File: src/design/assert_macros.svh
// Assertion shorthands used by the elimination order module.
`ifndef ASSERT_MACROS_SVH
`define ASSERT_MACROS_SVH

// The consequent must hold in the same cycle as the antecedent.
`define ASSERT_SAME_CYCLE(label, clk, rst_n, cond, expr) \
    label: assert property (@(posedge clk) disable iff (!rst_n) (cond) |-> (expr)) \
        else $error("assertion failed");

// The consequent must hold in the cycle after the antecedent.
`define ASSERT_NEXT_CYCLE(label, clk, rst_n, cond, expr) \
    label: assert property (@(posedge clk) disable iff (!rst_n) (cond) |=> (expr)) \
        else $error("assertion failed");

`endif

File: src/design/jeo_pkg.sv
// Shared constants and register indexes of the elimination order block.
package jeo_pkg;

    localparam int POS_WIDTH           = 7;
    localparam int CFG_ADDR_WIDTH      = 2;
    localparam int DEFAULT_MAX_ENTRIES = 64;
    localparam int DEFAULT_ENTRY_WIDTH = 32;
    localparam int DEFAULT_STEP_WIDTH  = 16;

    localparam logic [CFG_ADDR_WIDTH-1:0] CFG_START_POSITION = 2'd0;
    localparam logic [CFG_ADDR_WIDTH-1:0] CFG_STEP_COUNT     = 2'd1;
    localparam logic [CFG_ADDR_WIDTH-1:0] CFG_GROUP_SIZE     = 2'd2;

endpackage

File: src/design/josephus_elimination_order.sv
// Elimination order engine: loads a circle of words, then emits them in elimination order.
// A word that does not complete the group is stored and busy stays low.
// Each elimination runs a bit-serial remainder of step_count-1 by the live count, walks the
// circle position by position past eliminated words, then eliminates; its word is registered out.
// Busy holds off input for the whole run and drops with the last word; results never stall.
// Reset restores start_position 1, step_count 1, group_size MAX_ENTRIES and an empty load.
`include "assert_macros.svh"

module josephus_elimination_order #(
    parameter int MAX_ENTRIES = jeo_pkg::DEFAULT_MAX_ENTRIES,
    parameter int ENTRY_WIDTH = jeo_pkg::DEFAULT_ENTRY_WIDTH,
    parameter int STEP_WIDTH  = jeo_pkg::DEFAULT_STEP_WIDTH
) (
    input  logic                              clk,
    input  logic                              rst_n,
    input  logic                              start,
    output logic                              busy,
    input  logic [ENTRY_WIDTH-1:0]            entry_value,
    input  logic                              cfg_write,
    input  logic [jeo_pkg::CFG_ADDR_WIDTH-1:0] cfg_addr,
    input  logic [((STEP_WIDTH > jeo_pkg::POS_WIDTH) ? STEP_WIDTH : jeo_pkg::POS_WIDTH)-1:0]
                                              cfg_data,
    output logic                              result_strobe,
    output logic [ENTRY_WIDTH-1:0]            entry_value_out,
    output logic [jeo_pkg::POS_WIDTH-1:0]     original_position,
    output logic                              last_of_run
);

    localparam int POS_W  = jeo_pkg::POS_WIDTH;
    localparam int ADDR_W = (MAX_ENTRIES > 1) ? $clog2(MAX_ENTRIES) : 1;
    localparam int LIVE_W = $clog2(MAX_ENTRIES + 1);
    localparam int CNT_W  = $clog2(STEP_WIDTH);

    typedef enum logic [1:0] {
        ST_IDLE,
        ST_DIV,
        ST_WALK
    } state_t;

    state_t                  state_reg;
    logic [POS_W-1:0]        start_position_reg;
    logic [STEP_WIDTH-1:0]   step_count_reg;
    logic [POS_W-1:0]        group_size_reg;
    logic [POS_W-1:0]        load_count_reg;
    logic [MAX_ENTRIES-1:0]  eliminated_marks_reg;
    logic [ADDR_W-1:0]       pos_reg;
    logic [LIVE_W-1:0]       live_reg;
    logic [LIVE_W-1:0]       walk_reg;
    logic                    first_reg;
    logic [STEP_WIDTH-1:0]   div_dividend_reg;
    logic [LIVE_W-1:0]       div_rem_reg;
    logic [CNT_W-1:0]        div_cnt_reg;
    logic                    result_strobe_reg;
    logic [POS_W-1:0]        original_position_reg;
    logic                    last_of_run_reg;
    logic [ENTRY_WIDTH-1:0]  read_data_reg;

    logic [ENTRY_WIDTH-1:0]  entry_store [MAX_ENTRIES];

    logic                    accept;
    logic [POS_W-1:0]        slot_pos;
    logic [ADDR_W-1:0]       slot;
    logic [POS_W-1:0]        load_inc;
    logic                    run_start;
    logic [POS_W-1:0]        pos_inc;
    logic [ADDR_W-1:0]       next_pos;
    logic [LIVE_W:0]         div_shift;
    logic [LIVE_W:0]         div_diff;
    logic [LIVE_W-1:0]       div_rem_new;
    logic [LIVE_W-1:0]       live_dec;
    logic                    eliminate;
    logic [POS_W-1:0]        start_first;
    logic [POS_W-1:0]        cfg_pos;
    logic [STEP_WIDTH-1:0]   cfg_step;

    always_comb
    begin
        accept      = start && (state_reg == ST_IDLE);
        slot_pos    = (load_count_reg >= POS_W'(MAX_ENTRIES)) ? '0 : load_count_reg;
        slot        = slot_pos[ADDR_W-1:0];
        load_inc    = slot_pos + POS_W'(1);
        run_start   = accept && (load_inc >= group_size_reg);
        pos_inc     = POS_W'(pos_reg) + POS_W'(1);
        next_pos    = (pos_inc >= group_size_reg) ? '0 : pos_inc[ADDR_W-1:0];
        div_shift   = {div_rem_reg, div_dividend_reg[STEP_WIDTH-1]};
        div_diff    = div_shift - {1'b0, live_reg};
        div_rem_new = (div_shift >= {1'b0, live_reg}) ? div_diff[LIVE_W-1:0]
                                                      : div_shift[LIVE_W-1:0];
        live_dec    = live_reg - LIVE_W'(1);
        eliminate   = (state_reg == ST_WALK) && (walk_reg == '0);
        start_first = start_position_reg - POS_W'(1);
        cfg_pos     = cfg_data[POS_W-1:0];
        cfg_step    = cfg_data[STEP_WIDTH-1:0];
    end

    always_ff @(posedge clk or negedge rst_n)
    begin
        if (!rst_n)
        begin
            state_reg             <= ST_IDLE;
            start_position_reg    <= POS_W'(1);
            step_count_reg        <= STEP_WIDTH'(1);
            group_size_reg        <= POS_W'(MAX_ENTRIES);
            load_count_reg        <= '0;
            eliminated_marks_reg  <= '0;
            pos_reg               <= '0;
            live_reg              <= '0;
            walk_reg              <= '0;
            first_reg             <= 1'b0;
            div_dividend_reg      <= '0;
            div_rem_reg           <= '0;
            div_cnt_reg           <= '0;
            result_strobe_reg     <= 1'b0;
            original_position_reg <= '0;
            last_of_run_reg       <= 1'b0;
        end
        else
        begin
            result_strobe_reg <= 1'b0;

            unique case (state_reg)
                ST_IDLE:
                begin
                    if (accept)
                    begin
                        if (run_start)
                        begin
                            load_count_reg       <= '0;
                            eliminated_marks_reg <= '0;
                            live_reg             <= group_size_reg[LIVE_W-1:0];
                            pos_reg              <= start_first[ADDR_W-1:0];
                            first_reg            <= 1'b1;
                            div_dividend_reg     <= step_count_reg - STEP_WIDTH'(1);
                            div_rem_reg          <= '0;
                            div_cnt_reg          <= '0;
                            state_reg            <= ST_DIV;
                        end
                        else
                        begin
                            load_count_reg <= load_inc;
                        end
                    end
                end
                ST_DIV:
                begin
                    div_dividend_reg <= div_dividend_reg << 1;
                    div_rem_reg      <= div_rem_new;
                    div_cnt_reg      <= div_cnt_reg + CNT_W'(1);
                    if (div_cnt_reg == CNT_W'(STEP_WIDTH - 1))
                    begin
                        walk_reg  <= div_rem_new + (first_reg ? LIVE_W'(0) : LIVE_W'(1));
                        state_reg <= ST_WALK;
                    end
                end
                ST_WALK:
                begin
                    if (eliminate)
                    begin
                        eliminated_marks_reg[pos_reg] <= 1'b1;
                        original_position_reg         <= pos_inc;
                        last_of_run_reg               <= (live_dec == '0);
                        result_strobe_reg             <= 1'b1;
                        live_reg                      <= live_dec;
                        first_reg                     <= 1'b0;
                        div_dividend_reg              <= step_count_reg - STEP_WIDTH'(1);
                        div_rem_reg                   <= '0;
                        div_cnt_reg                   <= '0;
                        state_reg                     <= (live_dec == '0) ? ST_IDLE : ST_DIV;
                    end
                    else
                    begin
                        pos_reg <= next_pos;
                        if (!eliminated_marks_reg[next_pos])
                        begin
                            walk_reg <= walk_reg - LIVE_W'(1);
                        end
                    end
                end
                default:
                begin
                    state_reg <= ST_IDLE;
                end
            endcase

            if (cfg_write)
            begin
                unique case (cfg_addr)
                    jeo_pkg::CFG_START_POSITION:
                    begin
                        if ((cfg_pos != '0) && (cfg_pos <= group_size_reg))
                        begin
                            start_position_reg <= cfg_pos;
                        end
                    end
                    jeo_pkg::CFG_STEP_COUNT:
                    begin
                        if (cfg_step != '0)
                        begin
                            step_count_reg <= cfg_step;
                        end
                    end
                    jeo_pkg::CFG_GROUP_SIZE:
                    begin
                        if ((cfg_pos != '0) && (cfg_pos <= POS_W'(MAX_ENTRIES))
                            && (start_position_reg <= cfg_pos))
                        begin
                            group_size_reg <= cfg_pos;
                            load_count_reg <= '0;
                        end
                    end
                    default:
                    begin
                    end
                endcase
            end
        end
    end

    always_ff @(posedge clk)
    begin
        if (accept)
        begin
            entry_store[slot] <= entry_value;
        end
        if (eliminate)
        begin
            read_data_reg <= entry_store[pos_reg];
        end
    end

    assign busy              = (state_reg != ST_IDLE);
    assign result_strobe     = result_strobe_reg;
    assign entry_value_out   = read_data_reg;
    assign original_position = original_position_reg;
    assign last_of_run       = last_of_run_reg;

    `ASSERT_SAME_CYCLE(a_last_word_ends_run, clk, rst_n, result_strobe && last_of_run, !busy)
    `ASSERT_SAME_CYCLE(a_inner_word_keeps_run, clk, rst_n, result_strobe && !last_of_run, busy)
    `ASSERT_NEXT_CYCLE(a_no_word_after_accept, clk, rst_n, start && !busy, !result_strobe)
    `ASSERT_SAME_CYCLE(a_run_has_live_entries, clk, rst_n, busy, live_reg != '0)

endmodule

File: config.mk
export PLATFORM = sky130hd
export DESIGN_NAME = josephus_elimination_order
export DESIGN_NICKNAME = d
export VERILOG_FILES = /design/src/design/jeo_pkg.sv /design/src/design/josephus_elimination_order.sv
export VERILOG_INCLUDE_DIRS = /design/src /design/src/design
export SDC_FILE = /design/constraint.sdc
export NUM_CORES = 2
export LEC_CHECK = 0
export ABC_CLOCK_PERIOD_IN_PS = 6500
export BUFFER_PORTS_ARGS = -buffer_cell sky130_fd_sc_hd__buf_2
export CAP_MARGIN = 15
export CORE_MARGIN = 2
export CORE_UTILIZATION = 62
export DETAILED_ROUTE_END_ITERATION = 8
export GPL_ROUTABILITY_DRIVEN = 0
export PLACE_DENSITY = 0.81
export SYNTH_ARGS = -nofsm -noshare
export SYNTH_HDL_FRONTEND = slang
export SYNTH_SLANG_ARGS = --single-unit
export TNS_END_PERCENT = 5
File: constraint.sdc
create_clock -name clk -period 6.5 [get_ports clk]
set_input_delay 1.3 -clock clk [delete_from_list [all_inputs] [get_ports clk]]
set_output_delay 1.3 -clock clk [all_outputs]
set_load 0.05 [all_outputs]
==> flow_metrics.py <==
metrics = {
    "status": {
        "status": "completed",
    },
    "sta": {
        "setup_tns_ns": 0,
        "finalHoldViolCount": 0,
        "post-route-period-util_pct": 72.5,
        "setup_ws_ns": 1.79,
        "fmax_ghz": 0.212,
        "clock_skew_ns": 0.0410,
        "tightest_slew_ns": 1.26,
        "slew_viol_final": 0,
        "rsz0062_at_grt": "false",
        "setup_viol_count_final": 0,
        "max_slew_margin_pct": 15.5,
        "min_period_ns": 4.71,
    },
    "route": {
        "viasPerCell": 7.41,
        "wire_per_inst_um": 34.9,
        "postRouteAntennaNets": 0,
        "drtPass1Iterations": 8,
        "detailroute.wirelength.met2_um": 111000,
        "drt_iter0_drc": 10100,
        "wl_um": 242000,
        "wl_met1_um": 76900,
        "wl_met3_um": 39200,
        "drcViolationCount": 0,
        "dr.max_layer_used": "met5",
        "vias": 51500,
    },
    "place": {
        "dp.cells": 6561,
        "port_buffers": 95,
        "hpwl_um": 133000,
        "place_ws_ns": 1.92,
    },
    "yosys": {
        "netlist_instances": 4866,
        "synth_seq_area_share_pct": 79.6,
        "ys_seq_elements": 2240,
        "avgSynthCellArea_um2": 17.2,
        "synth_edf_count": 2080,
        "synth_nets": 4966,
        "synth_ff_type": "edfxtp_1",
        "syn-cell-area_um2": 83500,
        "synthDistinctLibCells": 76,
        "yosysWarnings": 0,
        "async_flop_share_pct": 7.14,
    },
    "floorplan": {
        "die_h_um": 371,
        "initial_core_util_pct": 62.5,
        "die_x_um": 371,
        "design.core.area_um2": 134000,
        "io_pins": 96,
        "die_area_um2": 138000,
        "rows": 134,
    },
    "cts": {
        "cts_htree_levels": 4,
        "clock_tree.root_cell": "clkbuf_16",
        "insertion_delay_ns": 0.85,
        "cts_tree": "built",
        "clockBufferDepth": 3,
        "cts_buffers": 202,
        "path_clk_slew_ns": 0.06,
        "cts.sinks": 2240,
        "cts_setup_buffers": 0,
        "ctsResizeCount": 0,
        "cts_hold_buf": 0,
    },
    "setup_path": {
        "reg2reg_from": "pos_reg[0]",
        "cp_max_fo": 33,
        "path_cells": "buf_4, and3_4, xnor2_1, inv_1, ha_1, nand2_1, nor2_2, a211o_1, a221oi_1, a2111oi_0, o32ai_1, a22oi_2, nor2_1, o22a_1",
        "worst-r2r-setup-slack_ns": 1.79,
        "critPathMaxStageDelay_ns": 0.64,
        "crit_buf_inv": 2,
        "path_delay_family": "compound AO/OA/AOI/OAI gates",
        "cp_data_arrival_time_ns": 5.41,
        "cp_slowest_cell": "and3_4",
        "rr_worst_depth": 14,
        "crit_type": "register to register",
        "critPathCaptureType": "register",
        "worst_r2r_endpoint": "walk_reg[2]",
        "required_ns": 7.20,
        "critPathLaunchType": "register",
    },
    "cells_and_area": {
        "layout.cells.non_filler": 6951,
        "num-fill-cells": 7418,
        "area_delta_synth_final_pct": 12.1,
        "final_cell_mix": "2080 x edfxtp_1, 698 x a22oi_1, 225 x a21oi_1",
        "layout_commonest_cell": "edfxtp_1",
        "largest_register_ffs": 2048,
        "nets": 5113,
        "utilization_pct": 70.0,
        "drive_above_1_share_pct": 12.7,
    },
    "grt": {
        "grt_pass1_wl_um": 346000,
        "grt_max_degree": 143,
        "grt_pass1_vias": 49800,
        "antenna_found_initial": 14,
        "track_usage_pct": 35.0,
        "grt-ovfl-total": 0,
    },
    "flow_run": {
        "max-cap-violations": 0,
    },
    "pwr": {
        "leakage_nw": 29.5,
        "total_power_w": 0.0382,
        "ir_drop_mv": 0.387,
        "powerDensity_nw_per_um2": 408,
    },
    "worst_hold_path": {
        "hold_path_class": "register to register",
        "hold_depth": 2,
        "min_from": "last_of_run",
        "whs_endpoint": "last_of_run",
    },
}
==> routing by layer <==
metal | up-vias | GRT usage (%)
li1 | 20400 | -
met1 | 25100 | 45.0
met2 | 5085 | 53.4
met3 | 907 | 11.3
met4 | 20 | 19.3
met5 | - | 0
==> metrics by stage <==
stage | instance area, µm² | hold WS [ns]
4_1_cts | 93300 | 0.485
2_1_floorplan | 83500 | 0.450
5_1_grt | 93600 | 0.513
6_report | 93600 | 0.481
3_5_place_dp | 86800 | 0.471
3_3_place_gp | 86700 | 0.462
==> final cells by class <==
class	count	area (µm²)	share of cell area, %
repair buffers	255	2090	2.23
diodes	1	2.50	0.00267
well taps	1768	2210	2.36
flip-flops and latches	2240	66500	71.0
clock buffers	259	5410	5.78
clock inverters	114	1110	1.18
inverters	42	158	0.168
multi-input cells	2272	16100	17.2
==> kinds of logic (layout without fill, tap and decap cells) <==
kind of cell / after synthesis / in the layout / synth area share (%)
compound gates: 1544 / 1544 / 13.4
xor+xnor: 30 / 30 / 0.324
simple gates: 600 / 600 / 3.54
flops: 2240 / 2240 / 79.6
other cells: 0 / 1 / 0
fa+ha+maj: 46 / 46 / 0.699
buf+inv: 354 / 670 / 1.71
mux: 52 / 52 / 0.712
==> worst min-delay path, stage by stage, from the launching register on <==
cell	delay (ns)
dfrtp_1	0.34
nand2_1	0.04
o21ai_0	0.06
==> worst max-delay path by stage <==
stage | start | endpoint | cells past startpoint
3_5_place_dp | pos_reg[0] | walk_reg[2] | 14
6_report | pos_reg[0] | walk_reg[2] | 14
3_3_place_gp | pos_reg[0] | walk_reg[2] | 14
5_1_grt | pos_reg[0] | walk_reg[2] | 14
2_1_floorplan | start | entry_store[33][0] | 4
4_1_cts | pos_reg[0] | walk_reg[2] | 14
==> report_power, final <==
| part | internal (W) | switching, W |
|---|---|---|
| clock network | 0.00659 | 0.00522 |
| registers | 0.0161 | 0.000265 |
| logic | 0.00290 | 0.00712 |
| total | 0.0256 | 0.0126 |
==> synthesized netlist by cell type (6+ instances only) <==
cell type | instances | area (µm²)
xor2_1 | 14 | 123
dfrtp_1 | 157 | 3930
nor3b_1 | 7 | 52.6
inv_1 | 40 | 150
edfxtp_1 | 2080 | 62500
a222oi_1 | 6 | 60.1
clkbuf_1 | 194 | 728
mux2_2 | 19 | 214
nand3_1 | 67 | 335
a41oi_1 | 15 | 131
o21ai_1 | 14 | 70.1
o21a_1 | 16 | 120
mux2i_1 | 26 | 260
nor4_1 | 17 | 106
buf_1 | 49 | 184
a22o_1 | 164 | 1440
nand4_1 | 112 | 701
or3_1 | 10 | 62.6
ha_1 | 45 | 563
a21oi_1 | 225 | 1130
nor2_1 | 200 | 751
nand2b_1 | 12 | 75.1
a22oi_1 | 698 | 5240
a221oi_1 | 165 | 1450
nor2b_1 | 16 | 100
a31oi_1 | 133 | 832
and2_1 | 9 | 56.3
nand2_1 | 96 | 360
o21ai_0 | 59 | 295
buf_2 | 66 | 330
nor3_1 | 31 | 155
xnor2_1 | 15 | 131
No activity file was read; power rests on OpenSTA's default activity.
